<file path="config.mk">
export PLATFORM = sky130hd
export DESIGN_NAME = clipped_chroma_key_sprite_blit
export DESIGN_NICKNAME = d
export VERILOG_FILES = /design/src/ccksb_pkg.sv /design/src/ccksb_cfg.sv /design/src/ccksb_geo.sv /design/src/ccksb_clip.sv /design/src/ccksb_out.sv /design/src/clipped_chroma_key_sprite_blit.sv
export VERILOG_INCLUDE_DIRS = /design/src /design/src/src
export SDC_FILE = /design/constraint.sdc
export NUM_CORES = 1
export LEC_CHECK = 0
export BUFFER_PORTS_ARGS = -buffer_cell sky130_fd_sc_hd__buf_2
export CORE_MARGIN = 10
export CORE_UTILIZATION = 35
export DETAILED_ROUTE_END_ITERATION = 8
export SLEW_MARGIN = 20
export SYNTH_ARGS = -nofsm -noshare
export SYNTH_HDL_FRONTEND = slang
export SYNTH_HIERARCHICAL = 1
export SYNTH_SLANG_ARGS = --single-unit
</file>
<file path="constraint.sdc">
create_clock -name clk -period 3.14 [get_ports clk]
set_input_delay 0.942 -clock clk [delete_from_list [all_inputs] [get_ports clk]]
set_output_delay 0.942 -clock clk [all_outputs]
set_load 0.01 [all_outputs]
</file>
<file path="src/assert_macros.svh">
// ----------------------------------------------------------------------------
// assert_macros.svh
// Shared concurrent assertion macros for the blitter RTL.
// ----------------------------------------------------------------------------
`ifndef ASSERT_MACROS_SVH
`define ASSERT_MACROS_SVH

// Clocked check, disabled while reset is held.
`define ASSERT_CLK(lbl, prop, msg) \
  lbl: assert property (@(posedge clk) disable iff (!rst_n) prop) else $error(msg);

// Clocked check, also active during reset.
`define ASSERT_ALWAYS(lbl, prop, msg) \
  lbl: assert property (@(posedge clk) prop) else $error(msg);

`endif

</file>
<file path="src/ccksb_pkg.sv">
// ----------------------------------------------------------------------------
// ccksb_pkg
// Types and constants of the clipped chroma-key sprite blitter.
// ----------------------------------------------------------------------------
package ccksb_pkg;

  localparam int CoordBits   = 12;
  localparam int RectBits    = 4 * CoordBits;
  localparam int OffsetBits  = CoordBits + 1;
  localparam int PosBits     = CoordBits + 2;
  localparam int ColorBits   = 32;
  localparam int ChanBits    = 8;
  localparam int CfgAddrBits = 3;
  localparam int CfgDataBits = RectBits;

  localparam int PixBits     = 2 * CoordBits + 2 * ColorBits;
  localparam int InDataBits  = ((PixBits + 7) / 8) * 8;
  localparam int ResBits     = 2 * CoordBits + ColorBits;
  localparam int OutDataBits = ((ResBits + 7) / 8) * 8;

  localparam logic [CfgAddrBits-1:0] RegSourceRect = CfgAddrBits'(0);
  localparam logic [CfgAddrBits-1:0] RegClipRect   = CfgAddrBits'(1);
  localparam logic [CfgAddrBits-1:0] RegOffsetX    = CfgAddrBits'(2);
  localparam logic [CfgAddrBits-1:0] RegOffsetY    = CfgAddrBits'(3);
  localparam logic [CfgAddrBits-1:0] RegChromaKey  = CfgAddrBits'(4);
  localparam logic [CfgAddrBits-1:0] RegSubstColor = CfgAddrBits'(5);
  localparam logic [CfgAddrBits-1:0] RegBlitMode   = CfgAddrBits'(6);

  typedef enum logic [1:0] {
    ModeCopy  = 2'd0,
    ModeKey   = 2'd1,
    ModeSubst = 2'd2,
    ModeGhost = 2'd3
  } mode_t;

  typedef logic [CoordBits-1:0]      coord_t;
  typedef logic signed [PosBits-1:0] pos_t;
  typedef logic [ColorBits-1:0]      color_t;

  typedef struct packed {
    coord_t bottom;
    coord_t right;
    coord_t top;
    coord_t left;
  } rect_t;

  typedef struct packed {
    rect_t                        src_rect;
    rect_t                        clip_rect;
    logic signed [OffsetBits-1:0] off_x;
    logic signed [OffsetBits-1:0] off_y;
    color_t                       key;
    color_t                       subst;
    mode_t                        mode;
  } cfg_t;

  typedef struct packed {
    color_t dst_color;
    color_t src_color;
    coord_t src_y;
    coord_t src_x;
  } pix_t;

  typedef struct packed {
    pos_t   dx;
    pos_t   dy;
    logic   src_in;
    logic   keyed;
    color_t color;
  } geo_t;

  typedef struct packed {
    logic   we;
    coord_t dest_x;
    coord_t dest_y;
    color_t color;
  } clip_t;

  typedef struct packed {
    color_t color;
    coord_t dest_y;
    coord_t dest_x;
  } res_t;

endpackage

</file>
<file path="src/ccksb_cfg.sv">
// ----------------------------------------------------------------------------
// ccksb_cfg
// Configuration register file, write-only, all registers reset to zero.
// ----------------------------------------------------------------------------
module ccksb_cfg (
  input  logic                                clk,
  input  logic                                rst_n,
  input  logic                                cfg_we,
  input  logic [ccksb_pkg::CfgAddrBits-1:0]   cfg_addr,
  input  logic [ccksb_pkg::CfgDataBits-1:0]   cfg_wdata,
  output ccksb_pkg::cfg_t                     cfg
);

  ccksb_pkg::cfg_t cfg_r;
  ccksb_pkg::cfg_t cfg_nxt;

  always_comb begin
    cfg_nxt = cfg_r;
    if (cfg_we) begin
      unique case (cfg_addr)
        ccksb_pkg::RegSourceRect: cfg_nxt.src_rect  = ccksb_pkg::rect_t'(cfg_wdata);
        ccksb_pkg::RegClipRect:   cfg_nxt.clip_rect = ccksb_pkg::rect_t'(cfg_wdata);
        ccksb_pkg::RegOffsetX:    cfg_nxt.off_x = cfg_wdata[ccksb_pkg::OffsetBits-1:0];
        ccksb_pkg::RegOffsetY:    cfg_nxt.off_y = cfg_wdata[ccksb_pkg::OffsetBits-1:0];
        ccksb_pkg::RegChromaKey:  cfg_nxt.key   = cfg_wdata[ccksb_pkg::ColorBits-1:0];
        ccksb_pkg::RegSubstColor: cfg_nxt.subst = cfg_wdata[ccksb_pkg::ColorBits-1:0];
        ccksb_pkg::RegBlitMode:   cfg_nxt.mode  = ccksb_pkg::mode_t'(cfg_wdata[1:0]);
        default: ;
      endcase
    end
  end

  always_ff @(posedge clk) begin
    if (!rst_n) begin
      cfg_r <= '0;
    end else begin
      cfg_r <= cfg_nxt;
    end
  end

  assign cfg = cfg_r;

endmodule

</file>
<file path="src/ccksb_geo.sv">
// ----------------------------------------------------------------------------
// ccksb_geo
// Stage 1: destination arithmetic, source rectangle test, key match and
// colour selection.
// ----------------------------------------------------------------------------
module ccksb_geo (
  input  logic              clk,
  input  logic              rst_n,
  input  ccksb_pkg::cfg_t   cfg,
  input  logic              up_valid,
  output logic              up_ready,
  input  ccksb_pkg::pix_t   up_data,
  output logic              dn_valid,
  input  logic              dn_ready,
  output ccksb_pkg::geo_t   dn_data
);

  logic            valid_r;
  ccksb_pkg::geo_t data_r;
  ccksb_pkg::geo_t data_nxt;
  logic            load;

  ccksb_pkg::pos_t sx_ext;
  ccksb_pkg::pos_t sy_ext;
  ccksb_pkg::pos_t offx_ext;
  ccksb_pkg::pos_t offy_ext;
  ccksb_pkg::pos_t sl_ext;
  ccksb_pkg::pos_t st_ext;
  logic [ccksb_pkg::ChanBits:0] sum_r;
  logic [ccksb_pkg::ChanBits:0] sum_g;
  logic [ccksb_pkg::ChanBits:0] sum_b;

  assign load = !valid_r || dn_ready;

  always_comb begin
    sx_ext   = $signed({2'b00, up_data.src_x});
    sy_ext   = $signed({2'b00, up_data.src_y});
    sl_ext   = $signed({2'b00, cfg.src_rect.left});
    st_ext   = $signed({2'b00, cfg.src_rect.top});
    offx_ext = $signed({cfg.off_x[ccksb_pkg::OffsetBits-1], cfg.off_x});
    offy_ext = $signed({cfg.off_y[ccksb_pkg::OffsetBits-1], cfg.off_y});

    sum_r = {1'b0, up_data.dst_color[23:16]} + {1'b0, up_data.src_color[23:16]};
    sum_g = {1'b0, up_data.dst_color[15:8]}  + {1'b0, up_data.src_color[15:8]};
    sum_b = {1'b0, up_data.dst_color[7:0]}   + {1'b0, up_data.src_color[7:0]};

    data_nxt.dx = sx_ext + offx_ext - sl_ext;
    data_nxt.dy = sy_ext + offy_ext - st_ext;
    data_nxt.src_in = (up_data.src_x >= cfg.src_rect.left) &&
                      (up_data.src_x <  cfg.src_rect.right) &&
                      (up_data.src_y >= cfg.src_rect.top) &&
                      (up_data.src_y <  cfg.src_rect.bottom);
    data_nxt.keyed = (cfg.mode != ccksb_pkg::ModeCopy) && (up_data.src_color == cfg.key);

    unique case (cfg.mode)
      ccksb_pkg::ModeCopy,
      ccksb_pkg::ModeKey:   data_nxt.color = up_data.src_color;
      ccksb_pkg::ModeSubst: data_nxt.color = cfg.subst;
      ccksb_pkg::ModeGhost: data_nxt.color = {8'h00, sum_r[ccksb_pkg::ChanBits:1],
                                              sum_g[ccksb_pkg::ChanBits:1],
                                              sum_b[ccksb_pkg::ChanBits:1]};
      default:              data_nxt.color = up_data.src_color;
    endcase
  end

  always_ff @(posedge clk) begin
    if (!rst_n) begin
      valid_r <= 1'b0;
    end else if (load) begin
      valid_r <= up_valid;
    end
  end

  always_ff @(posedge clk) begin
    if (load && up_valid) begin
      data_r <= data_nxt;
    end
  end

  assign up_ready = load;
  assign dn_valid = valid_r;
  assign dn_data  = data_r;

endmodule

</file>
<file path="src/ccksb_clip.sv">
// ----------------------------------------------------------------------------
// ccksb_clip
// Stage 2: clip rectangle test on the signed destination, write decision.
// ----------------------------------------------------------------------------
module ccksb_clip (
  input  logic              clk,
  input  logic              rst_n,
  input  ccksb_pkg::cfg_t   cfg,
  input  logic              up_valid,
  output logic              up_ready,
  input  ccksb_pkg::geo_t   up_data,
  output logic              dn_valid,
  input  logic              dn_ready,
  output ccksb_pkg::clip_t  dn_data
);

  logic             valid_r;
  ccksb_pkg::clip_t data_r;
  ccksb_pkg::clip_t data_nxt;
  logic             load;
  logic             dst_in;

  assign load = !valid_r || dn_ready;

  always_comb begin
    dst_in = (up_data.dx >= $signed({2'b00, cfg.clip_rect.left})) &&
             (up_data.dx <  $signed({2'b00, cfg.clip_rect.right})) &&
             (up_data.dy >= $signed({2'b00, cfg.clip_rect.top})) &&
             (up_data.dy <  $signed({2'b00, cfg.clip_rect.bottom}));
    data_nxt.we     = up_data.src_in && dst_in && !up_data.keyed;
    data_nxt.dest_x = up_data.dx[ccksb_pkg::CoordBits-1:0];
    data_nxt.dest_y = up_data.dy[ccksb_pkg::CoordBits-1:0];
    data_nxt.color  = up_data.color;
  end

  always_ff @(posedge clk) begin
    if (!rst_n) begin
      valid_r <= 1'b0;
    end else if (load) begin
      valid_r <= up_valid;
    end
  end

  always_ff @(posedge clk) begin
    if (load && up_valid) begin
      data_r <= data_nxt;
    end
  end

  assign up_ready = load;
  assign dn_valid = valid_r;
  assign dn_data  = data_r;

endmodule

</file>
<file path="src/ccksb_out.sv">
// ----------------------------------------------------------------------------
// ccksb_out
// Stage 3: output register; payload forced to zero for skipped pixels.
// ----------------------------------------------------------------------------
module ccksb_out (
  input  logic              clk,
  input  logic              rst_n,
  input  logic              up_valid,
  output logic              up_ready,
  input  ccksb_pkg::clip_t  up_data,
  output logic              dn_valid,
  input  logic              dn_ready,
  output logic              dn_we,
  output ccksb_pkg::res_t   dn_data
);

  logic            valid_r;
  logic            we_r;
  ccksb_pkg::res_t data_r;
  ccksb_pkg::res_t data_nxt;
  logic            load;

  assign load = !valid_r || dn_ready;

  always_comb begin
    if (up_data.we) begin
      data_nxt.dest_x = up_data.dest_x;
      data_nxt.dest_y = up_data.dest_y;
      data_nxt.color  = up_data.color;
    end else begin
      data_nxt = '0;
    end
  end

  always_ff @(posedge clk) begin
    if (!rst_n) begin
      valid_r <= 1'b0;
    end else if (load) begin
      valid_r <= up_valid;
    end
  end

  always_ff @(posedge clk) begin
    if (load && up_valid) begin
      we_r   <= up_data.we;
      data_r <= data_nxt;
    end
  end

  assign up_ready = load;
  assign dn_valid = valid_r;
  assign dn_we    = we_r;
  assign dn_data  = data_r;

endmodule

</file>
<file path="src/clipped_chroma_key_sprite_blit.sv">
// Pipeline: three register stages (geo, clip, out) from input beat to output beat.
// Throughput: one pixel per cycle while out_tready is high; each stage holds
// its beat while downstream stalls, so a stalled output backs up stage by stage.
// Reset: synchronous active-low rst_n empties the pipeline and clears all
// configuration registers to zero.
// ----------------------------------------------------------------------------
// clipped_chroma_key_sprite_blit
// Per-pixel clipped sprite blitter with copy, chroma key, substitute and
// ghost blend modes.
// ----------------------------------------------------------------------------
`include "assert_macros.svh"

module clipped_chroma_key_sprite_blit (
  input  logic                                clk,
  input  logic                                rst_n,
  input  logic                                cfg_we,
  input  logic [ccksb_pkg::CfgAddrBits-1:0]   cfg_addr,
  input  logic [ccksb_pkg::CfgDataBits-1:0]   cfg_wdata,
  input  logic                                in_tvalid,
  output logic                                in_tready,
  // src_x, src_y, src_color, dst_color (from bit 0 up)
  input  logic [ccksb_pkg::InDataBits-1:0]    in_tdata,
  output logic                                out_tvalid,
  input  logic                                out_tready,
  // dest_x, dest_y, out_color (from bit 0 up)
  output logic [ccksb_pkg::OutDataBits-1:0]   out_tdata,
  // write_enable
  output logic                                out_tuser
);

  ccksb_pkg::cfg_t  cfg;
  ccksb_pkg::pix_t  pix;
  ccksb_pkg::geo_t  s1_data;
  ccksb_pkg::clip_t s2_data;
  ccksb_pkg::res_t  res;
  logic             s1_valid;
  logic             s1_ready;
  logic             s2_valid;
  logic             s2_ready;

  assign pix = ccksb_pkg::pix_t'(in_tdata[ccksb_pkg::PixBits-1:0]);

  ccksb_cfg u_cfg (
    .clk       (clk),
    .rst_n     (rst_n),
    .cfg_we    (cfg_we),
    .cfg_addr  (cfg_addr),
    .cfg_wdata (cfg_wdata),
    .cfg       (cfg)
  );

  ccksb_geo u_geo (
    .clk      (clk),
    .rst_n    (rst_n),
    .cfg      (cfg),
    .up_valid (in_tvalid),
    .up_ready (in_tready),
    .up_data  (pix),
    .dn_valid (s1_valid),
    .dn_ready (s1_ready),
    .dn_data  (s1_data)
  );

  ccksb_clip u_clip (
    .clk      (clk),
    .rst_n    (rst_n),
    .cfg      (cfg),
    .up_valid (s1_valid),
    .up_ready (s1_ready),
    .up_data  (s1_data),
    .dn_valid (s2_valid),
    .dn_ready (s2_ready),
    .dn_data  (s2_data)
  );

  ccksb_out u_out (
    .clk      (clk),
    .rst_n    (rst_n),
    .up_valid (s2_valid),
    .up_ready (s2_ready),
    .up_data  (s2_data),
    .dn_valid (out_tvalid),
    .dn_ready (out_tready),
    .dn_we    (out_tuser),
    .dn_data  (res)
  );

  assign out_tdata = ccksb_pkg::OutDataBits'(res);

  // skipped pixel carries an all-zero payload
  `ASSERT_CLK(a_skip_zero, (out_tvalid && !out_tuser) |-> (out_tdata == '0), "skipped beat not zero")
  // a free output frees the whole ready chain
  `ASSERT_CLK(a_ready_chain, out_tready |-> in_tready, "ready chain broken")
  // accepted beat lands in stage 1
  `ASSERT_CLK(a_accept_s1, (in_tvalid && in_tready) |=> s1_valid, "accepted beat lost")

endmodule
</file>
# Yosys cells after proc, flatten, opt, wreduce, memory -nomap -nowiden
# Index checks and enable logic that the tools add are counted.
[totals] output_inout_bits=59 inputBits=144 reg_bits=367 elab_cells=85
[op_classes] magnitude_cmp=8 muxes=1 reduce_logical=30 addsub=7 n_eq_ne=10
[op_table] op="$pmux 32 s3" n=1
[op_table] op="$eq 32x32->1" n=1
[op_table] op="$add 13x13->14" n=2
[op_table] op="$ge 14x13->1" n=2
[op_table] op="$lt 14x13->1" n=2
[op_table] op="$sub 14x13->14" n=2
[op_table] op="$add 8x8->9" n=3
[op_table] op="$ge 12x12->1" n=2
[op_table] op="$lt 12x12->1" n=2
[op_table] op="$reduce_and 2->1" n=7
[op_table] op="$logic_and 1x1->1" n=12
[op_table] op="$eq 3x3->1 const B" n=3
[op_table] op="$eq 3x2->1 const B" n=2
[op_table] op="$eq 2x2->1 const B" n=2
[op_table] op="$logic_not 1->1" n=4
[op_table] op="$eq 3x1->1 const B" n=1
[op_table] op="$logic_not 3->1" n=1
[op_table] op="$logic_or 1x1->1" n=3
[op_table] op="$eq 2x1->1 const B" n=1
[op_table] op="$logic_not 2->1" n=1
[op_table] op="$reduce_bool 2->1" n=1
[op_table] op="$reduce_or 2->1" n=1

# Depth between registers and ports, before layout
[logic_depth] ltp_word=6 mapped_depth=12 depth_no_buf=12

# Hierarchy
# The synthesis kept the hierarchy.
[modules_own_cells] mod="ccksb_cfg" seq_area_each_um2=3763.6 cells_per_inst=667 area_per_inst_um2=6846.6 n_inst=1
[modules_own_cells] mod="ccksb_geo" seq_area_each_um2=1881.8 cells_per_inst=744 area_per_inst_um2=6725.2 n_inst=1
[modules_own_cells] mod="ccksb_clip" seq_area_each_um2=1731.7 cells_per_inst=224 area_per_inst_um2=2934.1 n_inst=1
[modules_own_cells] mod="ccksb_out" seq_area_each_um2=1731.7 cells_per_inst=124 area_per_inst_um2=2167.1 n_inst=1

# Least setup slack after synthesis
# Ideal clock, no wire load.
[synth_timing] path_kind="input to register" startpoint="input port in_tdata[14] (netlist bit)" endpoint="register u_geo.data_r (netlist bit u_geo/dn_data[44]) (data pin)" cell_stages=10 arrival_ns=3.088 setup_time_ns=0.262 path_buffers=0 slack_ns=-0.210 cell_sequence="inv_1 fa_1 inv_1 ha_1 nor2b_4 o31a_1 or4_4 a31oi_4 mux2i_1 nand3_1"
[synth_lines] element="start: declaration" line="clipped_chroma_key_sprite_blit.sv:22" source="input logic [ccksb_pkg::InDataBits-1:0] in_tdata,"
[synth_lines] element="end signal: assignment" line="ccksb_geo.sv:76" source="data_r <= data_nxt;"
[synth_lines] element="end: declaration" line="ccksb_geo.sv:19" source="ccksb_pkg::geo_t data_r;"

==> impl_metrics.env <==
export IMPL_leakagePower_nw=9.536
export IMPL_rsz0062_at_grt="no"
export IMPL_initial_utilization_pct=35.46
export IMPL_critical_path_class="input pin to flip-flop"
export IMPL_powerDensity_nw_per_um2=541.0
export IMPL_critPathLaunch="in_tdata[14]"
export IMPL_met3_usage_pct=3.343
export IMPL_required_ns=3.45
export IMPL_placed_area_sq_um=20720
export IMPL_drc_errors=0
export IMPL_insertion_delay_ns=0.57
export IMPL_grt_pass1_wl_microns=76200
export IMPL_reg2reg_setup_slack_ns=0.31
export IMPL_synthCells=1759
export IMPL_worstHoldPathType="flip-flop to flip-flop"
export IMPL_min_from="u_geo/dn_data[27]"
export IMPL_synth_nets=2069
export IMPL_drtPass1Iterations=5
export IMPL_cts_buffer_depth=3
export IMPL_place_hpwl_microns=37920
export IMPL_drtIter0Drc=736
export IMPL_multiInputGateArea_sq_um=8454
export IMPL_finalNetCount=2300
export IMPL_timing_critical_path_mode_cell="inv_1"
export IMPL_grt_pass1_vias=13360
export IMPL_cap_viol_max_count=0
export IMPL_cpMaxStageDelayCell="fa_1"
export IMPL_skew_ns=0.01341
export IMPL_clkTransAtPathRegs_ns=0.06
export IMPL_synth_area_sq_um=18670
export IMPL_seqCellArea_sq_um=9110
export IMPL_stdcell_area_sq_um=22140
export IMPL_syn_to_final_growth_pct=18.58
export IMPL_viasPerCell=4.820
export IMPL_setup_viol=0
export IMPL_cp_buffers_inverters=3
export IMPL_critPathLaunchType="input pin"
export IMPL_timing_rr_end="u_geo/dn_data[33]"
export IMPL_cp_slowest_stage_delay_ns=0.47
export IMPL_port_buffers=194
export IMPL_hold_buffers=0
export IMPL_synth_seq_cells=367
export IMPL_whs_endpoint="u_clip/dn_data[27]"
export IMPL_ant_nets=0
export IMPL_top_usage_layer="met2"
export IMPL_core_rowCount=84
export IMPL_fin_crit_sh_pct=91.34
export IMPL_antenna_found_initial=10
export IMPL_fmax_mhz=348.7
export IMPL_seq_area_frac_synth_pct=48.78
export IMPL_yosysWarnings=6
export IMPL_pin_count=203
export IMPL_endpoint_kind="flip-flop"
export IMPL_cp_top_family="adder cells"
export IMPL_synth_ff_type="dfxtp_1"
export IMPL_worst_pin_slew_ns=0.9092
export IMPL_yosys_area_top_type="edfxtp_1"
export IMPL_die_h_microns=251.0
export IMPL_dieWidth_microns=251.0
export IMPL_ys_async_sr_fraction_pct=0
export IMPL_cts_root_buf="clkbuf_16"
export IMPL_yosys_top_cells_area="edfxtp_1 28%, dfxtp_1 20%, mux2i_1 11%"
export IMPL_synth_edf_count=176
export IMPL_worst_ep_arrival_time_ns=3.18
export IMPL_htree_levels=2
export IMPL_hold_viol=0
export IMPL_whs_path_depth=0
export IMPL_slew_viol_final=0
export IMPL_path_cells="buf_2 -> inv_1 -> fa_1 -> inv_1 -> ha_4 -> nor2b_4 -> o31a_1 -> or4_4 -> a31oi_4 -> mux2i_1 -> nand3_1"
export IMPL_drive_above_1_share_pct=16.90
export IMPL_track_usage_pct=15.40
export IMPL_grt_max_degree=71
export IMPL_dp_cells=2634
export IMPL_fillers=5013
export IMPL_synth_area_per_cell_sq_um=10.62
export IMPL_crit_fanout=3
export IMPL_status="finished, final reports clean"
export IMPL_vias=13100
export IMPL_synth_top_area_share_pct=28.30
export IMPL_min_period_ns=2.868
export IMPL_timing_rr_start="u_cfg/cfg[160]"
export IMPL_place_congestion=0.8694
export IMPL_grt_use_met1_pct=19.91
export IMPL_routed_wl_microns=50030
export IMPL_cts_buffers_inserted=42
export IMPL_wire_per_inst_microns=18.41
export IMPL_synthDistinctLibCells=63
export IMPL_grt_overflow_total=0
export IMPL_relSlewSlack_pct=39.39
export IMPL_final_cells=2717
export IMPL_path_depth=11
export IMPL_worstRegToRegCells=9
export IMPL_die_area_sq_um=62990
export IMPL_cts_tree="yes"
export IMPL_vdd_drop_max_v=0.0003375
export IMPL_coreArea_sq_um=52660
export IMPL_grt_use_met2_pct=25.44
export IMPL_clock_sinks=367
==> how the worst max path moves through the flow <==
stage / endpoint / slack [ns]
floorplan: u_geo/dn_data[44] / -0.11
global placement: u_geo/dn_data[33] / -0.43
detailed placement: u_geo/dn_data[33] / -0.43
CTS: u_geo/dn_data[33] / 0.06
global route: u_geo/dn_data[33] / 0.15
finish: u_geo/dn_data[44] / 0.27
==> through the flow <==
stage | setup TNS [ns] | util [%] | total power, mW | hold slack (ns) | setup WS [ns]
floorplan | -0.1474 | - | 6.502 | 0.4003 | -0.1062
global placement | -1.467 | 39.36 | 7.074 | 0.4031 | -0.4273
detailed placement | -1.666 | 39.36 | 7.124 | 0.4045 | -0.4257
CTS | 0 | 42.03 | 12.14 | 0.4188 | 0.06432
global route | 0 | 42.05 | 12.53 | 0.4219 | 0.1458
finish | 0 | 42.05 | 11.98 | 0.4170 | 0.2720
==> sequential cells by signal (all words and copies together), names as in the netlist <==
| signal | cells |
|---|---|
| u_out/dn_valid | 1 |
| u_cfg/cfg | 188 |
| u_out/dn_data | 56 |
| u_clip/dn_valid | 1 |
| u_geo/dn_valid | 1 |
| u_out/dn_we | 1 |
| u_geo/dn_data | 62 |
| u_clip/dn_data | 57 |
==> synthesized netlist by cell type, drive strengths merged, types with 4 or more instances <==
cell     instances
inv            214
a2111oi          4
o21bai           4
a31oi            6
nor2            42
o22ai           11
fa              27
o21a            10
nand4           22
edfxtp         176
nand2          275
mux2i          206
a211oi          10
buf             42
a21oi           67
nand3           11
nor3            12
xnor2           51
nor2b           10
dfxtp          191
o21ai           40
nand3b           4
a31o             7
a21o            26
nand2b          13
and2            60
nor4             5
ha             139
clkbuf          26
xor2            12
==> what timing repair did <==
action | in CTS | in global routing
endpoints found under the hold margin | 0 | 0
endpoints found under the setup margin | 0 | 1
buffers inserted | 0 | 0
resized for setup | 0 | 1
==> cell usage in the layout (no fill, tap or decap), types with 9 or more instances in the layout <==
master / n
a21oi_1: 66
edfxtp_1: 176
nand4_1: 22
buf_2: 193
xnor2_1: 51
o21ai_0: 26
inv_1: 214
o22ai_1: 11
o21a_1: 10
ha_1: 138
and2_1: 57
xor2_1: 12
nor2_1: 42
mux2i_1: 206
o21ai_1: 14
nand2b_1: 12
a211oi_1: 10
dfxtp_1: 190
clkbuf_16: 45
clkbuf_1: 9
nor3_1: 12
nand2_1: 275
a21o_1: 26
fa_1: 27
nand3_1: 11
nor2b_1: 9
buf_4: 56
==> cells by family after synthesis <==
| logic type | Yosys count | synth area share [%] |
|---|---|---|
| AND/OR/NAND/NOR | 469 | 11.73 |
| flip-flops | 367 | 48.78 |
| buffers and inverters | 282 | 6.151 |
| multiplexers | 207 | 11.10 |
| AO/OA/AOI/OAI | 205 | 7.076 |
| adder cells (fa/ha/maj) | 166 | 12.21 |
| XOR/XNOR | 63 | 2.955 |
==> worst register-to-register path: stages (launching register included) <==
cell	delay [ns]
dfxtp_1	0.46
inv_1	0.08
ha_1	0.28
o211a_1	0.15
a2111oi_0	0.05
or4_1	0.42
a2111oi_1	0.57
buf_4	0.21
nand4_1	0.12
a31oi_1	0.29
==> layer usage <==
metal	wire length, microns	up-vias
met2	23570	248
met1	23000	6298
met3	2356	74
met4	1047	10
met5	57	-
li1	-	6467
==> power by group <==
group	switching (mW)	leakage (nW)	internal [mW]
clock	2.01	0.690	2.94
sequential	0.150	3.23	5.28
combinational	0.902	5.62	0.694
total	3.07	9.54	8.91
==> area by class of cell <==
| type | instances | share of cell area, % |
|---|---|---|
| inverter | 214 | 3.628 |
| multi-input combinational | 1110 | 38.18 |
| clock inverter | 17 | 0.7063 |
| tap | 688 | 3.888 |
| sequential | 367 | 41.14 |
| timing repair buffer | 255 | 6.764 |
| clock buffer | 61 | 5.634 |
| antenna | 5 | 0.05651 |
(Power assumes the default switching activity.)
